<file path="src/rtl/tile64x4_to_linear_address_generator_core_defines.svh">
// Assertion macros shared by the detiling core.
`ifndef TILE64X4_TO_LINEAR_ADDRESS_GENERATOR_CORE_DEFINES_SVH
`define TILE64X4_TO_LINEAR_ADDRESS_GENERATOR_CORE_DEFINES_SVH

// Same-cycle implication, sampled on clk, off during reset.
`define T64DET_ASSERT_IMPL(lbl, ante, cons, msg) \
    lbl: assert property (@(posedge clk) disable iff (!rst_n) (ante) |-> (cons)) \
        else $error(msg);

// Next-cycle implication, sampled on clk, off during reset.
`define T64DET_ASSERT_NEXT(lbl, ante, cons, msg) \
    lbl: assert property (@(posedge clk) disable iff (!rst_n) (ante) |=> (cons)) \
        else $error(msg);

`endif

</file>
<file path="src/rtl/t64det_pkg.sv">
// Shared constants, types and register codes for the 64x4 detiling core.
package t64det_pkg;

    // geometry
    localparam int unsigned TILE_W     = 64;
    localparam int unsigned SB         = 4;
    localparam int unsigned MAX_W      = 4096;
    localparam int unsigned MAX_H      = 4096;
    localparam int unsigned SB_PER_TILE = TILE_W / SB;

    // field widths
    localparam int unsigned DIM_W     = 13;
    localparam int unsigned SAMPLE_W  = 16;
    localparam int unsigned OFFSET_W  = 27;
    localparam int unsigned COORD_W   = 12;
    localparam int unsigned TCOL_W    = 6;
    localparam int unsigned TROW_W    = 10;
    localparam int unsigned SBC_W     = 4;
    localparam int unsigned ROW_W     = 2;
    localparam int unsigned PLANE_W   = 2;
    localparam int unsigned TPR_W     = 7;
    localparam int unsigned TROWS_W   = 11;
    localparam int unsigned YW_W      = COORD_W + DIM_W;
    localparam int unsigned WH_W      = 2 * DIM_W;

    // request queue
    localparam int unsigned FIFO_DEPTH = 4;
    localparam int unsigned FIFO_AW    = $clog2(FIFO_DEPTH);
    localparam int unsigned FIFO_CW    = $clog2(FIFO_DEPTH + 1);

    // chroma format codes
    localparam logic [1:0] FMT_NV12 = 2'd0;
    localparam logic [1:0] FMT_NV16 = 2'd1;
    localparam logic [1:0] FMT_I444 = 2'd2;

    // configuration register indexes
    typedef enum logic [1:0] {
        REG_WIDTH  = 2'd0,
        REG_HEIGHT = 2'd1,
        REG_FORMAT = 2'd2,
        REG_WIDE   = 2'd3
    } reg_index_t;

    typedef struct packed {
        logic [SAMPLE_W-1:0] sample_0;
        logic [SAMPLE_W-1:0] sample_1;
        logic [SAMPLE_W-1:0] sample_2;
        logic [SAMPLE_W-1:0] sample_3;
    } in_item_t;

    typedef struct packed {
        logic [OFFSET_W-1:0] byte_offset;
        logic [SAMPLE_W-1:0] out_sample_0;
        logic [SAMPLE_W-1:0] out_sample_1;
        logic [SAMPLE_W-1:0] out_sample_2;
        logic [SAMPLE_W-1:0] out_sample_3;
        logic                last_of_frame;
    } out_item_t;

    // effective frame setup derived from the registers
    typedef struct packed {
        logic [DIM_W-1:0]   width;
        logic [DIM_W-1:0]   height;
        logic [TPR_W-1:0]   tiles_per_row;
        logic [PLANE_W-1:0] plane_count;
        logic               half_chroma;
        logic               wide;
    } cfg_t;

    // one kept subblock row on its way to the offset pipeline
    typedef struct packed {
        logic [PLANE_W-1:0]  plane;
        logic [COORD_W-1:0]  y;
        logic [COORD_W-1:0]  x;
        in_item_t            samples;
        logic                last;
        logic                wide;
    } qentry_t;

    typedef struct packed {
        logic [FIFO_CW-1:0] count;
        logic               full;
        logic               empty;
    } q_status_t;

    typedef struct packed {
        logic a_valid;
        logic a_stall;
    } back_status_t;

endpackage

</file>
<file path="src/rtl/t64det_if.sv">
// Valid/ready stream interfaces for the tiled input and linear output.
interface t64det_in_if;
    logic                     valid;
    logic                     ready;
    t64det_pkg::in_item_t     data;

    modport source (output valid, output data, input ready);
    modport sink (input valid, input data, output ready);
endinterface

interface t64det_out_if;
    logic                     valid;
    logic                     ready;
    t64det_pkg::out_item_t    data;

    modport source (output valid, output data, input ready);
    modport sink (input valid, input data, output ready);
endinterface

</file>
<file path="src/rtl/t64det_front.sv">
// Front end: position counters, row classification and request push.
module t64det_front (
    input  logic                   clk,
    input  logic                   rst_n,
    input  t64det_pkg::cfg_t       cfg,
    t64det_in_if.sink              tiled,
    input  t64det_pkg::q_status_t  q_status,
    output logic                   push,
    output t64det_pkg::qentry_t    push_entry
);

    localparam logic [t64det_pkg::SBC_W-1:0] SBC_LAST =
        t64det_pkg::SBC_W'(t64det_pkg::SB_PER_TILE - 1);

    logic [t64det_pkg::PLANE_W-1:0] plane_reg, plane_next;
    logic [t64det_pkg::TROW_W-1:0]  trow_reg, trow_next;
    logic [t64det_pkg::TCOL_W-1:0]  tcol_reg, tcol_next;
    logic [t64det_pkg::SBC_W-1:0]   sbc_reg, sbc_next;
    logic [t64det_pkg::ROW_W-1:0]   row_reg, row_next;

    logic                            stale;
    logic [t64det_pkg::PLANE_W-1:0] cur_plane;
    logic [t64det_pkg::TROW_W-1:0]  cur_trow;
    logic [t64det_pkg::TCOL_W-1:0]  cur_tcol;
    logic [t64det_pkg::SBC_W-1:0]   cur_sbc;
    logic [t64det_pkg::ROW_W-1:0]   cur_row;
    logic [t64det_pkg::DIM_W-1:0]   plane_h;
    logic [t64det_pkg::DIM_W-1:0]   plane_h_round;
    logic [t64det_pkg::TROWS_W-1:0] tile_rows;
    logic [t64det_pkg::COORD_W-1:0] y;
    logic [t64det_pkg::COORD_W-1:0] x;
    logic                            keep;
    logic                            last;
    logic                            accept;
    logic                            tcol_more;
    logic                            trow_more;
    logic [t64det_pkg::PLANE_W:0]   plane_inc;

    // a plane beyond the format's count starts a new frame
    always_comb
    begin
        stale     = (plane_reg >= cfg.plane_count);
        cur_plane = stale ? '0 : plane_reg;
        cur_trow  = stale ? '0 : trow_reg;
        cur_tcol  = stale ? '0 : tcol_reg;
        cur_sbc   = stale ? '0 : sbc_reg;
        cur_row   = stale ? '0 : row_reg;
    end

    // classify the row against the plane height
    always_comb
    begin
        plane_h       = (cur_plane != '0 && cfg.half_chroma) ? (cfg.height >> 1) : cfg.height;
        plane_h_round = plane_h + t64det_pkg::DIM_W'(3);
        tile_rows     = plane_h_round[t64det_pkg::DIM_W-1:2];
        y             = {cur_trow, cur_row};
        x             = {cur_tcol, cur_sbc, 2'b00};
        keep          = ({1'b0, y} < plane_h);
        last          = (cur_plane == cfg.plane_count - 2'd1)
                     && ({1'b0, cur_tcol} == cfg.tiles_per_row - t64det_pkg::TPR_W'(1))
                     && (cur_sbc == SBC_LAST)
                     && ({1'b0, y} == plane_h - t64det_pkg::DIM_W'(1));
    end

    // accept while the queue has room; drop rows past the plane height
    assign tiled.ready = !q_status.full;
    assign accept      = tiled.valid && tiled.ready;
    assign push        = accept && keep;

    always_comb
    begin
        push_entry.plane = cur_plane;
        push_entry.y     = y;
        push_entry.x     = x;
        push_entry.last  = last;
        push_entry.wide  = cfg.wide;
        if (cfg.wide)
        begin
            push_entry.samples = tiled.data;
        end
        else
        begin
            push_entry.samples.sample_0 = {8'h00, tiled.data.sample_0[7:0]};
            push_entry.samples.sample_1 = {8'h00, tiled.data.sample_1[7:0]};
            push_entry.samples.sample_2 = {8'h00, tiled.data.sample_2[7:0]};
            push_entry.samples.sample_3 = {8'h00, tiled.data.sample_3[7:0]};
        end
    end

    // advance: row, subblock, tile column, tile row, plane
    always_comb
    begin
        tcol_more  = ({1'b0, cur_tcol} + t64det_pkg::TPR_W'(1)) < cfg.tiles_per_row;
        trow_more  = ({1'b0, cur_trow} + t64det_pkg::TROWS_W'(1)) < tile_rows;
        plane_inc  = {1'b0, cur_plane} + (t64det_pkg::PLANE_W + 1)'(1);
        plane_next = plane_reg;
        trow_next  = trow_reg;
        tcol_next  = tcol_reg;
        sbc_next   = sbc_reg;
        row_next   = row_reg;
        if (accept)
        begin
            plane_next = cur_plane;
            trow_next  = cur_trow;
            tcol_next  = cur_tcol;
            sbc_next   = cur_sbc;
            row_next   = cur_row + 2'd1;
            if (cur_row == 2'd3)
            begin
                sbc_next = cur_sbc + 4'd1;
                if (cur_sbc == SBC_LAST)
                begin
                    tcol_next = tcol_more ? cur_tcol + 6'd1 : '0;
                    if (!tcol_more)
                    begin
                        trow_next = trow_more ? cur_trow + 10'd1 : '0;
                        if (!trow_more)
                        begin
                            plane_next = (plane_inc < {1'b0, cfg.plane_count})
                                       ? plane_inc[t64det_pkg::PLANE_W-1:0] : '0;
                        end
                    end
                end
            end
        end
    end

    // hold position counters
    always_ff @(posedge clk or negedge rst_n)
    begin
        if (!rst_n)
        begin
            plane_reg <= '0;
            trow_reg  <= '0;
            tcol_reg  <= '0;
            sbc_reg   <= '0;
            row_reg   <= '0;
        end
        else
        begin
            plane_reg <= plane_next;
            trow_reg  <= trow_next;
            tcol_reg  <= tcol_next;
            sbc_reg   <= sbc_next;
            row_reg   <= row_next;
        end
    end

endmodule

</file>
<file path="src/rtl/t64det_queue.sv">
// Short request queue between the front end and the offset pipeline.
module t64det_queue (
    input  logic                   clk,
    input  logic                   rst_n,
    input  logic                   push,
    input  t64det_pkg::qentry_t    push_entry,
    input  logic                   pop,
    output t64det_pkg::qentry_t    pop_entry,
    output t64det_pkg::q_status_t  status
);

    t64det_pkg::qentry_t mem_reg [t64det_pkg::FIFO_DEPTH];

    logic [t64det_pkg::FIFO_AW-1:0] wr_ptr_reg, wr_ptr_next;
    logic [t64det_pkg::FIFO_AW-1:0] rd_ptr_reg, rd_ptr_next;
    logic [t64det_pkg::FIFO_CW-1:0] count_reg, count_next;

    // status and head
    always_comb
    begin
        status.count = count_reg;
        status.full  = (count_reg == t64det_pkg::FIFO_CW'(t64det_pkg::FIFO_DEPTH));
        status.empty = (count_reg == '0);
        pop_entry    = mem_reg[rd_ptr_reg];
    end

    // advance pointers and fill count
    always_comb
    begin
        wr_ptr_next = push ? wr_ptr_reg + t64det_pkg::FIFO_AW'(1) : wr_ptr_reg;
        rd_ptr_next = pop ? rd_ptr_reg + t64det_pkg::FIFO_AW'(1) : rd_ptr_reg;
        count_next  = count_reg;
        if (push && !pop)
        begin
            count_next = count_reg + t64det_pkg::FIFO_CW'(1);
        end
        else if (pop && !push)
        begin
            count_next = count_reg - t64det_pkg::FIFO_CW'(1);
        end
    end

    always_ff @(posedge clk or negedge rst_n)
    begin
        if (!rst_n)
        begin
            wr_ptr_reg <= '0;
            rd_ptr_reg <= '0;
            count_reg  <= '0;
        end
        else
        begin
            wr_ptr_reg <= wr_ptr_next;
            rd_ptr_reg <= rd_ptr_next;
            count_reg  <= count_next;
        end
    end

    // store the pushed request
    always_ff @(posedge clk)
    begin
        if (push)
        begin
            mem_reg[wr_ptr_reg] <= push_entry;
        end
    end

endmodule

</file>
<file path="src/rtl/t64det_back.sv">
// Back end: two-stage byte offset pipeline with an output register.
module t64det_back (
    input  logic                     clk,
    input  logic                     rst_n,
    input  t64det_pkg::cfg_t         cfg,
    input  t64det_pkg::q_status_t    q_status,
    input  t64det_pkg::qentry_t      head,
    output logic                     pop,
    t64det_out_if.source             linear,
    output t64det_pkg::back_status_t status
);

    // stage A: products
    logic                              a_valid_reg, a_valid_next;
    logic [t64det_pkg::YW_W-1:0]      a_yw_reg;
    logic [t64det_pkg::WH_W-1:0]      a_wh_reg;
    logic [t64det_pkg::PLANE_W-1:0]   a_plane_reg;
    logic [t64det_pkg::COORD_W-1:0]   a_x_reg;
    t64det_pkg::in_item_t              a_samples_reg;
    logic                              a_last_reg;
    logic                              a_wide_reg;

    // output register
    logic                              out_valid_reg, out_valid_next;
    t64det_pkg::out_item_t             out_item_reg, out_item_next;

    logic                              out_free;
    logic                              a_free;
    logic [t64det_pkg::OFFSET_W-1:0]  base;
    logic [t64det_pkg::OFFSET_W-1:0]  pix_offset;

    // stage handshakes
    assign out_free = !out_valid_reg || linear.ready;
    assign a_free   = !a_valid_reg || out_free;
    assign pop      = !q_status.empty && a_free;

    assign status.a_valid = a_valid_reg;
    assign status.a_stall = a_valid_reg && !out_free;

    assign linear.valid = out_valid_reg;
    assign linear.data  = out_item_reg;

    always_comb
    begin
        a_valid_next   = a_free ? pop : a_valid_reg;
        out_valid_next = out_free ? a_valid_reg : out_valid_reg;
    end

    // sum plane base, row start and column, then scale by sample size
    always_comb
    begin
        case (a_plane_reg)
            2'd1:    base = t64det_pkg::OFFSET_W'(a_wh_reg);
            2'd2:    base = t64det_pkg::OFFSET_W'({a_wh_reg, 1'b0});
            default: base = '0;
        endcase
        pix_offset = base + t64det_pkg::OFFSET_W'(a_yw_reg)
                   + t64det_pkg::OFFSET_W'(a_x_reg);
        out_item_next.byte_offset   = a_wide_reg
            ? {pix_offset[t64det_pkg::OFFSET_W-2:0], 1'b0} : pix_offset;
        out_item_next.out_sample_0  = a_samples_reg.sample_0;
        out_item_next.out_sample_1  = a_samples_reg.sample_1;
        out_item_next.out_sample_2  = a_samples_reg.sample_2;
        out_item_next.out_sample_3  = a_samples_reg.sample_3;
        out_item_next.last_of_frame = a_last_reg;
    end

    always_ff @(posedge clk or negedge rst_n)
    begin
        if (!rst_n)
        begin
            a_valid_reg   <= 1'b0;
            out_valid_reg <= 1'b0;
        end
        else
        begin
            a_valid_reg   <= a_valid_next;
            out_valid_reg <= out_valid_next;
        end
    end

    // load stage A with the row and plane products
    always_ff @(posedge clk)
    begin
        if (pop)
        begin
            a_yw_reg      <= head.y * cfg.width;
            a_wh_reg      <= cfg.width * cfg.height;
            a_plane_reg   <= head.plane;
            a_x_reg       <= head.x;
            a_samples_reg <= head.samples;
            a_last_reg    <= head.last;
            a_wide_reg    <= head.wide;
        end
    end

    // load the output register
    always_ff @(posedge clk)
    begin
        if (out_free && a_valid_reg)
        begin
            out_item_reg <= out_item_next;
        end
    end

endmodule

</file>
<file path="src/rtl/tile64x4_to_linear_address_generator_core.sv">
// Top level of the 64x4 tile to linear detiling address generator.
//
//   Channel   Dir   Handshake            Payload
//   tiled     in    valid/ready          sample_0..sample_3
//   linear    out   valid/ready          byte_offset, out_sample_0..3, last_of_frame
//   cfg       in    cfg_we               cfg_index, cfg_data
//
// One subblock row is accepted per cycle while the queue has room; a kept row
// passes the queue, product stage and output register before it is valid on linear.
// Rows past the plane height are accepted and give no result. A four-entry
// request queue absorbs output stalls; tiled.ready drops only when it is full.
// Reset clears all position counters and loads width 64, height 4, NV12,
// one-byte samples.
`include "tile64x4_to_linear_address_generator_core_defines.svh"

module tile64x4_to_linear_address_generator_core (
    input  logic                               clk,
    input  logic                               rst_n,
    t64det_in_if.sink                          tiled,
    t64det_out_if.source                       linear,
    input  logic                               cfg_we,
    input  logic [1:0]                         cfg_index,
    input  logic [t64det_pkg::DIM_W-1:0]       cfg_data
);

    localparam logic [t64det_pkg::FIFO_CW-1:0] QUEUE_FULL =
        t64det_pkg::FIFO_CW'(t64det_pkg::FIFO_DEPTH);

    logic [t64det_pkg::DIM_W-1:0] width_reg;
    logic [t64det_pkg::DIM_W-1:0] height_reg;
    logic [1:0]                   format_reg;
    logic                         wide_reg;

    logic [t64det_pkg::DIM_W-1:0] width_trim;
    logic [t64det_pkg::DIM_W-1:0] height_trim;
    logic [t64det_pkg::DIM_W-1:0] eff_width;

    t64det_pkg::cfg_t             cfg;
    t64det_pkg::q_status_t        q_status;
    t64det_pkg::qentry_t          push_entry;
    t64det_pkg::qentry_t          head;
    t64det_pkg::back_status_t     back_status;
    logic                         front_push;
    logic                         back_pop;

    // write configuration registers
    always_ff @(posedge clk or negedge rst_n)
    begin
        if (!rst_n)
        begin
            width_reg  <= t64det_pkg::DIM_W'(t64det_pkg::TILE_W);
            height_reg <= t64det_pkg::DIM_W'(4);
            format_reg <= t64det_pkg::FMT_NV12;
            wide_reg   <= 1'b0;
        end
        else if (cfg_we)
        begin
            unique case (t64det_pkg::reg_index_t'(cfg_index))
                t64det_pkg::REG_WIDTH:  width_reg  <= cfg_data;
                t64det_pkg::REG_HEIGHT: height_reg <= cfg_data;
                t64det_pkg::REG_FORMAT: format_reg <= cfg_data[1:0];
                t64det_pkg::REG_WIDE:   wide_reg   <= cfg_data[0];
                default:                wide_reg   <= wide_reg;
            endcase
        end
    end

    // derive the effective frame setup: trim and clamp the dimensions
    always_comb
    begin
        width_trim  = width_reg & ~t64det_pkg::DIM_W'(t64det_pkg::TILE_W - 1);
        height_trim = height_reg & ~t64det_pkg::DIM_W'(3);
        if (width_trim < t64det_pkg::DIM_W'(t64det_pkg::TILE_W))
        begin
            eff_width = t64det_pkg::DIM_W'(t64det_pkg::TILE_W);
        end
        else if (width_trim > t64det_pkg::DIM_W'(t64det_pkg::MAX_W))
        begin
            eff_width = t64det_pkg::DIM_W'(t64det_pkg::MAX_W);
        end
        else
        begin
            eff_width = width_trim;
        end
        cfg.width = eff_width;
        if (height_trim < t64det_pkg::DIM_W'(4))
        begin
            cfg.height = t64det_pkg::DIM_W'(4);
        end
        else if (height_trim > t64det_pkg::DIM_W'(t64det_pkg::MAX_H))
        begin
            cfg.height = t64det_pkg::DIM_W'(t64det_pkg::MAX_H);
        end
        else
        begin
            cfg.height = height_trim;
        end
        cfg.tiles_per_row = t64det_pkg::TPR_W'(eff_width >> $clog2(t64det_pkg::TILE_W));
        cfg.plane_count   = (format_reg == t64det_pkg::FMT_I444) ? 2'd3 : 2'd2;
        cfg.half_chroma   = (format_reg != t64det_pkg::FMT_NV16)
                         && (format_reg != t64det_pkg::FMT_I444);
        cfg.wide          = wide_reg;
    end

    t64det_front u_front (
        .clk        (clk),
        .rst_n      (rst_n),
        .cfg        (cfg),
        .tiled      (tiled),
        .q_status   (q_status),
        .push       (front_push),
        .push_entry (push_entry)
    );

    t64det_queue u_queue (
        .clk        (clk),
        .rst_n      (rst_n),
        .push       (front_push),
        .push_entry (push_entry),
        .pop        (back_pop),
        .pop_entry  (head),
        .status     (q_status)
    );

    t64det_back u_back (
        .clk      (clk),
        .rst_n    (rst_n),
        .cfg      (cfg),
        .q_status (q_status),
        .head     (head),
        .pop      (back_pop),
        .linear   (linear),
        .status   (back_status)
    );

    `T64DET_ASSERT_NEXT(push_fills_queue, front_push, !q_status.empty, "kept request lost")
    `T64DET_ASSERT_IMPL(queue_bounded, 1'b1, q_status.count <= QUEUE_FULL, "queue overflow")
    `T64DET_ASSERT_NEXT(stage_a_holds, back_status.a_stall, back_status.a_valid, "stalled request dropped")

endmodule
</file>
<file path="src/flat_wrapper.sv">
// flat-port wrapper written by rule: the top's interface ports become plain ports
module tile64x4_to_linear_address_generator_core_flat 
  (clk, rst_n, cfg_we, cfg_index, cfg_data, tiled_valid, tiled_data, tiled_ready, linear_valid, linear_data, linear_ready);
  t64det_in_if tiled_i ();
  t64det_out_if linear_i ();
  input  logic clk;
  input  logic rst_n;
  input  logic cfg_we;
  input  logic [1:0] cfg_index;
  input  logic [t64det_pkg::DIM_W-1:0] cfg_data;
  input wire logic [$bits(tiled_i.valid)-1:0] tiled_valid;
  input wire logic [$bits(tiled_i.data)-1:0] tiled_data;
  output wire logic [$bits(tiled_i.ready)-1:0] tiled_ready;
  output wire logic [$bits(linear_i.valid)-1:0] linear_valid;
  output wire logic [$bits(linear_i.data)-1:0] linear_data;
  input wire logic [$bits(linear_i.ready)-1:0] linear_ready;
  assign tiled_i.valid = tiled_valid;
  assign tiled_i.data = tiled_data;
  assign tiled_ready = tiled_i.ready;
  assign linear_valid = linear_i.valid;
  assign linear_data = linear_i.data;
  assign linear_i.ready = linear_ready;
  tile64x4_to_linear_address_generator_core u_core (.clk(clk), .rst_n(rst_n), .tiled(tiled_i), .linear(linear_i), .cfg_we(cfg_we), .cfg_index(cfg_index), .cfg_data(cfg_data));
endmodule
</file>
<file path="config.mk">
export PLATFORM = sky130hd
export DESIGN_NAME = tile64x4_to_linear_address_generator_core_flat
export DESIGN_NICKNAME = d
export VERILOG_FILES = /design/src/rtl/t64det_pkg.sv /design/src/rtl/t64det_if.sv /design/src/rtl/t64det_front.sv /design/src/rtl/t64det_queue.sv /design/src/rtl/t64det_back.sv /design/src/rtl/tile64x4_to_linear_address_generator_core.sv /design/src/flat_wrapper.sv
export VERILOG_INCLUDE_DIRS = /design/src /design/src/rtl
export SDC_FILE = /design/constraint.sdc
export NUM_CORES = 1
export LEC_CHECK = 0
export BUFFER_PORTS_ARGS = -buffer_cell sky130_fd_sc_hd__buf_2
export CORE_MARGIN = 1
export CORE_UTILIZATION = 50
export DETAILED_ROUTE_END_ITERATION = 8
export PLACE_DENSITY_LB_ADDON = 0.3
export RECOVER_POWER = 50
export SLEW_MARGIN = 20
export SYNTH_ARGS = -nofsm -noshare
export SYNTH_HDL_FRONTEND = slang
export SYNTH_SLANG_ARGS = --single-unit
</file>
<file path="constraint.sdc">
create_clock -name clk -period 11.2 [get_ports clk]
set_input_delay 1.68 -clock clk [delete_from_list [all_inputs] [get_ports clk]]
set_output_delay 1.68 -clock clk [all_outputs]
set_load 0.01 [all_outputs]
</file>
==> results of run 1 <==
-- routing by layer --
layer	wire length (um)	track usage (%)	up-vias
met5	0	0	-
met4	1319	5.348	0
met3	2747	2.858	88
met2	31490	34.04	390
met1	27580	27.59	8835
li1	-	-	8078
-- cell families after synthesis --
logic type               after synthesis  share of synthesized area, %
flip-flops                           619                         58.80
AND/OR/NAND/NOR                      495                         7.920
adder cells (fa/ha/maj)              304                         14.64
buffers and inverters                256                         3.233
AO/OA/AOI/OAI                        221                         4.876
multiplexers                         137                         8.068
XOR/XNOR                              87                         2.446
other                                  1                       0.01204
-- cells in the final DEF (no fill, tap or decap), types with 48 or more instances in the layout --
master       n
nand2_1    140
fa_1       101
inv_1      180
dfrtp_1     51
buf_2      109
xnor2_1     67
edfxtp_1   565
clkbuf_1    83
mux4_2      87
clkbuf_16   61
a21oi_1     48
nor2_1     125
o21ai_0     51
ha_1       203
-- layout make-up --
| class | count | area [um^2] | area share (%) |
|---|---|---|---|
| Antenna cell | 2 | 5.005 | 0.01439 |
| Clock buffer | 74 | 1585 | 4.558 |
| Clock inverter | 37 | 347.8 | 1.000 |
| Inverter | 182 | 683.2 | 1.964 |
| Multi-Input combinational cell | 1246 | 11850 | 34.08 |
| Sequential cell | 619 | 18320 | 52.69 |
| Tap cell | 837 | 1047 | 3.011 |
| Timing Repair Buffer | 195 | 932.1 | 2.680 |
-- worst paths after layout --
| check | start | slack (ns) | endpoint | cells past startpoint |
|---|---|---|---|---|
| worst max register to register | u_core.u_queue.rd_ptr_reg[0]$_DFFE_PN0P_ | 2.65 | u_core.u_back.a_yw_reg[24]$_DFFE_PP_ | 18 |
| worst min-delay path | u_core.u_back.a_samples_reg[45]$_DFFE_PP_ | 0.40 | u_core.u_back.linear.data[46]$_DFFE_PP_ | 0 |
| worst min register to register | u_core.u_back.a_samples_reg[45]$_DFFE_PP_ | 0.40 | u_core.u_back.linear.data[46]$_DFFE_PP_ | 0 |
| min in group asynchronous | rst_n | 2.17 | u_core.format_reg[0]$_DFFE_PN0P_ | 2 |
| max in group asynchronous | rst_n | 6.73 | u_core.u_queue.rd_ptr_reg[1]$_DFFE_PN0P_ | 2 |
| worst max-delay path | u_core.u_queue.rd_ptr_reg[0]$_DFFE_PN0P_ | 2.65 | u_core.u_back.a_yw_reg[24]$_DFFE_PP_ | 18 |
-- stage by stage --
step / hold slack, ns / cells / area, um^2 / utilization [%]
floorplan: 0.4003 / 2121 / 31160 / -
global placement: 0.4006 / 3078 / 32930 / 53.46
detailed placement: 0.4045 / 3078 / 32940 / 53.47
CTS: 0.4106 / 3189 / 34870 / 56.61
global route: 0.4118 / 3192 / 34780 / 56.46
finish: 0.4034 / 3192 / 34780 / 56.46
-- power groups by stage --
| stage | combinational [uW] | sequential (uW) | clock (uW) |
|---|---|---|---|
| 6_report | 4750 | 4000 | 1950 |
| 3_3_place_gp | 4740 | 4020 | 0 |
| 5_1_grt | 5350 | 4090 | 2080 |
| 3_5_place_dp | 4780 | 4060 | 0 |
| 4_1_cts | 4840 | 4020 | 2000 |
| 2_1_floorplan | 3590 | 4020 | 0 |
==> results.toml, run 1 <==
[finish]
area_growth_syn_to_layout_pct = 11.63
layout-drive-gt1-share_pct = 16.15
layout.nets = 2693
final.fill_count = 4938
largest_register_ff_count = 360

[sta]
achievable-frequency_ghz = 0.1169
final_hold_viols = 0
tightest_slew_ns = 3.391
finalMaxSlewViolations = 241
finalCriticalPeriod_ns = 8.553
finalWorstSetupSlack_ns = 2.647
grt_setup_unrepaired = "no"
slew-limit-headroom_pct = -126.0
skew_ns = 0.03682
setup_violations = 0
totalNegativeSetupSlack_ns = 0
fin_crit_sh_pct = 76.36

[power_and_ir_drop]
powerDensity_nw_per_um2 = 307.7
p_sw_share_pct = 36.30
cell_internal_pwr_uw = 6818
ir_worst_vdd_v = 0.0003074
clockPowerShare_pct = 18.2
power.share.sequential_pct = 37.4
power_leakage_uw = 0.01360
total_power_uw = 10700
combinational_share_of_power_pct = 44.3
switchingPower_uw = 3885

[logic_synthesis]
synth.most_common_cell = "edfxtp_1"
top_cell_type_by_total_area_after_synthesis = "edfxtp_1"
synth-seq-area-share_pct = 58.80
synth_top_cells_by_count = "565 x edfxtp_1, 203 x ha_1, 180 x inv_1"
syn-instance-count = 2120
synthesis.yosys.warnings = 0
synth_flop_cell = "edfxtp_1"
synth_cell_types = 79
asyncSetResetFlopFracSynth_pct = 8.724
synth_largest_type_area_fraction_pct = 54.46
netlist_area_um2 = 31150
synth_edf_count = 565
yosys_register_bits = 619
post_synth.cell_area_avg_um2 = 14.70
post_synth_main_area_contributors = "edfxtp_1 54%, ha_1 8.2%, fa_1 6.5%"

[clock_tree]
cts_inserted_buffers = 61
maximum_clock_path_buffer_count = 3
cts_max_level = 2
cts_tree = "built"
insertion_delay_ns = 0.65
worst_setup_hold_path_clk_slew_ns = 0.06
clock-root-buffer = "clkbuf_16"
postCtsHoldBufs = 0
post_cts.repair.setup_buffers = 0
tritoncts_num_sinks = 619
cts_resized = 0

[die]
placeableCoreArea_um2 = 61600
die-width_um = 251.6
die-height_um = 251.6
design.die.area_um2 = 63310
io-pin-count = 178
start_util_pct = 50.58
std_cell_rows = 91

[hold_path]
min-delay-path-class = "flop to flop"

[critical_path]
cpPeakStageDelay_ns = 2.39
critPathMaxFanout = 51
cp_common_cell = "fa_1"
critical_path.slowest_cell = "dfrtp_1"
crit_arrival_ns = 8.92
criticalPathCategory = "flop to flop"
worst-path-buf-inv = 3
timing.critical_path.from_type = "flop"
cp_cell_sequence = "buf_4 > mux4_2 > and2_1 > fa_1 > ha_1 > fa_1 > inv_1 > fa_1 > fa_1 > inv_1 > ha_1 > o21ai_0 > a21boi_0 > o211ai_1 > nand3_1 > a31o_2 > a21oi_1 > xnor2_1"
cpLargestDelayFamily = "adder cells"
cp-end-kind = "flop"
cp_data_required_time_ns = 11.57

[placed_design]
finalWeightedCongestion = 0.8658
placement.setup.worst_slack_ns = 3.998
hpwl_um = 42980
portBuffers = 175

[detailed_routing]
first_pass_iters = 5
initialDrtViolationCount = 978
routedWlPerCell_um = 19.78
ant_nets = 0
post-route-drc-count = 0
route.final.wire_length_um = 63130
routed_vias = 17390
post_drt_via_cell_ratio = 5.448

[global_routing]
grt_pass1_wl_um = 99280
initial_antenna_violation_count = 2
number_of_global_route_vias_before_repair = 18090
maximum_number_of_pins_on_one_net_before_global_route_repair = 71
track_usage_pct = 20.20
gr-total-overflow = 0

[run_status]
outcome = "finished with violations"
violations = "max-capacitance violations, max-slew violations"

[run]
maxCapViolations = 5
No activity file was read; power rests on OpenSTA's default activity.
==> run 2: changes to the inputs <==
- clock period: 11.2 -> 8.9 ns (I/O delays scaled with it)
==> run 2 against run 1 <==
  * Cell count is 0.16% higher
  * Sequential power increased by 25%
  * Fmax grew 26%
  * Worst hold slack improved by 0.012 ns
  * Die area did not move
  * Largest cell class unchanged
  * The run still ends with max-capacitance violations, max-slew violations left
  * Clock-buffer cell count up 6
  * Core utilization up 0.31 points
  * Global-route usage fell by 0.094 points
==> results.toml, run 2 (synthesized netlist as in run 1, its figures left out) <==
[detailed_routing]
routedWlPerCell_um = 19.91
routed_vias = 17410
ant_nets = 0
route.final.wire_length_um = 63650
initialDrtViolationCount = 1107
first_pass_iters = 5
post-route-drc-count = 0
post_drt_via_cell_ratio = 5.446

[critical_path]
cp-end-kind = "flop"
timing.critical_path.from_type = "flop"
crit_arrival_ns = 7.18
timing.critical_path.from = "u_core.width_reg[9]$_DFFE_PN0P_"
criticalPathCategory = "flop to flop"
critPathMaxFanout = 18
cp_data_required_time_ns = 9.27
r2r_start = "u_core.width_reg[9]$_DFFE_PN0P_"
worstRegToRegCells = 23

[sta]
slew-limit-headroom_pct = -131.2
tightest_slew_ns = 3.468
achievable-frequency_ghz = 0.1469
finalMaxSlewViolations = 225
grt_setup_unrepaired = "no"
totalNegativeSetupSlack_ns = 0
finalCriticalPeriod_ns = 6.807
final_hold_viols = 0
setup_violations = 0
fin_crit_sh_pct = 76.49
skew_ns = 0.04238

[clock_tree]
cts_max_level = 2
worst_setup_hold_path_clk_slew_ns = 0.06
post_cts.repair.setup_buffers = 0
maximum_clock_path_buffer_count = 3
clock-root-buffer = "clkbuf_16"
postCtsHoldBufs = 0
cts_tree = "built"
tritoncts_num_sinks = 619
insertion_delay_ns = 0.64
cts_resized = 0
cts_inserted_buffers = 61

[die]
die-width_um = 251.6
io-pin-count = 178
start_util_pct = 50.58
design.die.area_um2 = 63310
placeableCoreArea_um2 = 61600
std_cell_rows = 91
die-height_um = 251.6

[placed_design]
hpwl_um = 43310
portBuffers = 175
finalWeightedCongestion = 0.8992
numPlacedInstances = 3079

[finish]
finalNonFillerCells = 3197
layout-drive-gt1-share_pct = 17.64
register_area_um2 = 18320
final.fill_count = 4888
layout.nets = 2694
total_area_of_multi_input_combinational_cells_um2 = 11850
largest_register_ff_count = 360
layout_commonest_cell = "edfxtp_1"
most-common-layout-cells = "565 x edfxtp_1, 203 x ha_1, 180 x inv_1"
area_growth_syn_to_layout_pct = 12.24

[power_and_ir_drop]
clockPowerShare_pct = 19.2
ir_worst_vdd_v = 0.0003601
p_sw_share_pct = 36.03
combinational_share_of_power_pct = 44.2
cell_internal_pwr_uw = 8750
power_leakage_uw = 0.01376
power.share.sequential_pct = 36.6
powerDensity_nw_per_um2 = 391.1
switchingPower_uw = 4927

[hold_path]
hold-path-cell-count = 0
min-delay-path-class = "flop to flop"
worstHoldStart = "u_core.u_back.a_samples_reg[63]$_DFFE_PP_"

[global_routing]
track_usage_pct = 20.11
number_of_global_route_vias_before_repair = 18030
grt_pass1_wl_um = 98830
maximum_number_of_pins_on_one_net_before_global_route_repair = 71
gr-total-overflow = 0
initial_antenna_violation_count = 1

[run_status]
outcome = "finished with violations"
violations = "max-capacitance violations, max-slew violations"

[run]
maxCapViolations = 5
## run 2: cell count changes in the layout (fill, tap and decap cells not counted), sizes merged
cell	previous run	this run
buf	124	150
clkbuf	145	126
clkinv	28	25
clkinvlp	5	3
bufinv	3	6
## run 2: power by group through the flow
stage	logic, uW	clock network (uW)	registers [uW]
after floorplan	4520	0	5050
after global placement	6040	0	5010
after detailed placement	6070	0	5070
after CTS	6160	2680	5020
after global routing	6840	2790	5090
final	6050	2620	5000
## run 2: cell type report
type | instances | share of cell area, %
timing repair buffer | 196 | 2.769
antenna | 2 | 0.01431
clock buffer | 80 | 4.834
tap | 837 | 2.995
inverter | 182 | 1.954
multi-input combinational | 1246 | 33.90
sequential | 619 | 52.40
clock inverter | 35 | 1.138
## run 2: final timing paths
path,slack [ns],end
max reg2reg,2.09,u_core.u_back.a_wh_reg[24]$_DFFE_PP_
min in group asynchronous,1.86,u_core.format_reg[1]$_DFFE_PN0P_
min,0.42,u_core.u_back.linear.data[64]$_DFFE_PP_
max in group asynchronous,4.77,u_core.u_queue.rd_ptr_reg[1]$_DFFE_PN0P_
max,2.09,u_core.u_back.a_wh_reg[24]$_DFFE_PP_
min reg2reg,0.42,u_core.u_back.linear.data[64]$_DFFE_PP_
## run 2: per-stage QoR
| stage | worst slack, ns | power [uW] | utilization, % | hold slack (ns) | area [um^2] |
|---|---|---|---|---|---|
| 6_report | 2.093 | 13680 | 56.77 | 0.4156 | 34970 |
| 5_1_grt | 1.812 | 14710 | 56.77 | 0.4172 | 34970 |
| 3_3_place_gp | 2.231 | 11050 | 53.47 | 0.4016 | 32940 |
| 3_5_place_dp | 2.041 | 11150 | 53.47 | 0.4045 | 32940 |
| 2_1_floorplan | 0.2901 | 9573 | - | 0.4003 | 31160 |
| 4_1_cts | 2.003 | 13860 | 56.86 | 0.4175 | 35030 |
## run 2: worst max-delay path, cell delays in order, from the launching register on
cell,delay (ns)
dfrtp_1,0.43
nor4_1,0.46
nor2b_1,0.19
nor2_1,0.05
nor2_1,0.64
inv_1,0.61
nor2_1,0.23
ha_1,0.17
inv_1,0.05
fa_1,0.52
inv_1,0.05
ha_1,0.31
fa_1,0.54
inv_1,0.05
fa_1,0.53
inv_1,0.04
ha_1,0.33
o21a_1,0.13
o21ai_0,0.16
nand2b_1,0.10
a31o_2,0.26
a41o_1,0.25
o41ai_1,0.30
xnor2_1,0.12
## run 2: routing by layer
metal	vias up	global-route usage, %	wire length, um
li1	8090	-	-
met1	8862	27.55	27900
met2	380	33.88	31790
met3	80	2.992	2727
met4	0	4.861	1234
met5	-	0	0
==> run 3: changes to the inputs <==
- clock period: 8.9 -> 7.14 ns (I/O delays scaled with it)
==> run 3 against run 2 <==
  * The flow still finishes with violations (max-capacitance violations, max-slew violations)
  * Clock-buffer cell count grew 4
  * Sequential share of layout area about the same
  * Total power increased by 25%
  * Fmax up 6.6%
  * Critical path type unchanged
  * Highest routed layer unchanged
==> results.toml, run 3 (synthesized netlist as in run 1, its figures left out) <==
[finish]
layout_commonest_cell = "edfxtp_1"
final.fill_count = 4856
finalNonFillerCells = 3205
layout-drive-gt1-share_pct = 13.91
total_area_of_multi_input_combinational_cells_um2 = 11850
most-common-layout-cells = "565 x edfxtp_1, 203 x ha_1, 180 x inv_1"
register_area_um2 = 18320
area_growth_syn_to_layout_pct = 12.30
layout.nets = 2705
largest_register_ff_count = 360

[clock_tree]
maximum_clock_path_buffer_count = 3
cts_inserted_buffers = 66
cts_tree = "built"
cts_max_level = 3
post_cts.repair.setup_buffers = 0
tritoncts_num_sinks = 619
postCtsHoldBufs = 0
clock-root-buffer = "clkbuf_16"
insertion_delay_ns = 0.63
worst_setup_hold_path_clk_slew_ns = 0.06
cts_resized = 0

[global_routing]
maximum_number_of_pins_on_one_net_before_global_route_repair = 72
grt_pass1_wl_um = 98810
track_usage_pct = 20.27
number_of_global_route_vias_before_repair = 18000
initial_antenna_violation_count = 2
gr-total-overflow = 0

[critical_path]
timing.critical_path.from_type = "flop"
criticalPathCategory = "flop to flop"
cp-end-kind = "flop"
cp_common_cell = "fa_1"
cp_cell_sequence = "mux2_2 > o21ai_0 > inv_1 > nand2_1 > fa_1 > fa_1 > fa_1 > inv_1 > fa_1 > ha_1 > ha_1 > and2_1 > a31o_2 > a31o_2 > o31ai_1 > o21bai_1 > a21oi_1 > xnor2_1"
cp_data_required_time_ns = 7.51
crit_arrival_ns = 6.76
critPathMaxFanout = 15
critical_path.slowest_cell = "dfrtp_1"
cpPeakStageDelay_ns = 0.79
timing.critical_path.from = "u_core.u_queue.rd_ptr_reg[1]$_DFFE_PN0P_"
r2r_start = "u_core.u_queue.rd_ptr_reg[1]$_DFFE_PN0P_"

[die]
start_util_pct = 50.58
die-width_um = 251.6
die-height_um = 251.6
design.die.area_um2 = 63310
io-pin-count = 178
placeableCoreArea_um2 = 61600
std_cell_rows = 91

[detailed_routing]
first_pass_iters = 5
route.final.wire_length_um = 63600
routed_vias = 17410
post-route-drc-count = 0
ant_nets = 0
initialDrtViolationCount = 1123
routedWlPerCell_um = 19.84
post_drt_via_cell_ratio = 5.432

[placed_design]
hpwl_um = 43310
numPlacedInstances = 3085
portBuffers = 175
finalWeightedCongestion = 0.8528
placement.setup.worst_slack_ns = 0.9226

[sta]
finalMaxSlewViolations = 194
slew-limit-headroom_pct = -163.7
achievable-frequency_ghz = 0.1566
finalHoldWorstSlack_ns = 0.4153
finalWorstSetupSlack_ns = 0.7556
final_hold_viols = 0
fin_crit_sh_pct = 89.42
skew_ns = 0.04152
setup_violations = 0
totalNegativeSetupSlack_ns = 0
tightest_slew_ns = 3.956
finalCriticalPeriod_ns = 6.384
grt_setup_unrepaired = "no"

[power_and_ir_drop]
powerDensity_nw_per_um2 = 489.0
power_leakage_uw = 0.01357
ir_worst_vdd_v = 0.0004621

[run_status]
outcome = "finished with violations"
violations = "max-capacitance violations, max-slew violations"

[run]
maxCapViolations = 4

[hold_path]
min-delay-path-class = "flop to flop"
worstHoldStart = "u_core.u_back.a_samples_reg[31]$_DFFE_PP_"
run 3: changes by cell type in the layout (fill, tap and decap cells not counted), moves of 4 or more:
cell	change
buf_12	+4
buf_2	-85
buf_4	+4
clkbuf_1	+88
clkbuf_16	+4
clkbuf_8	-5
clkinv_1	+4
clkinv_2	-6
run 3: routing by layer:
metal / wire length [um] / GRT usage (%) / share of wire (%)
met5: 0 / 0 / 0
met4: 1703 / 7.247 / 2.7
met3: 2718 / 3.147 / 4.3
met2: 31280 / 33.58 / 49
met1: 27900 / 27.25 / 44
run 3: final cells by class:
cell class                 instances  share of cell area (%)
inverter                         182                   1.953
timing repair buffer             202                   2.757
multi-input combinational       1246                   33.86
tap                              837                   2.993
clock inverter                    32                   1.062
clock buffer                      84                   4.975
antenna                            3                 0.02146
sequential                       619                   52.37
run 3: power by group:
| group | switching, uW | leakage (uW) | internal (uW) |
|---|---|---|---|
| Sequential | 456 | 0.00595 | 5790 |
| Combinational | 4340 | 0.00661 | 3200 |
| Clock | 1400 | 0.00101 | 1930 |
run 3: metrics by stage:
stage	power (uW)	util, %	instance area (um^2)
after CTS	17380	57.06	35150
after global routing	18340	56.79	34980
after floorplan	11910	-	31160
after detailed placement	13950	53.63	33030
final	17110	56.80	34990
after global placement	13770	53.63	33030
run 3: worst paths after layout:
kind / endpoint / cells past startpoint / slack (ns)
max: u_core.u_back.a_yw_reg[23]$_DFFE_PP_ / 18 / 0.76
min: u_core.u_back.linear.data[32]$_DFFE_PP_ / 0 / 0.42
max reg2reg: u_core.u_back.a_yw_reg[23]$_DFFE_PP_ / 18 / 0.76
min reg2reg: u_core.u_back.linear.data[32]$_DFFE_PP_ / 0 / 0.42
max in group asynchronous: u_core.u_queue.rd_ptr_reg[0]$_DFFE_PN0P_ / 2 / 3.46
min in group asynchronous: u_core.u_front.trow_reg[8]$_DFFE_PN0P_ / 2 / 1.56
run 3: critical path: cells and delay by family (launching register included):
kind            cells  cell delay, ns
compound gates      6            1.72
fa+ha+maj           6            2.61
buf+inv             2            0.20
simple gates        2            0.31
xor+xnor            1            0.09
flops               1            0.79
mux                 1            0.40
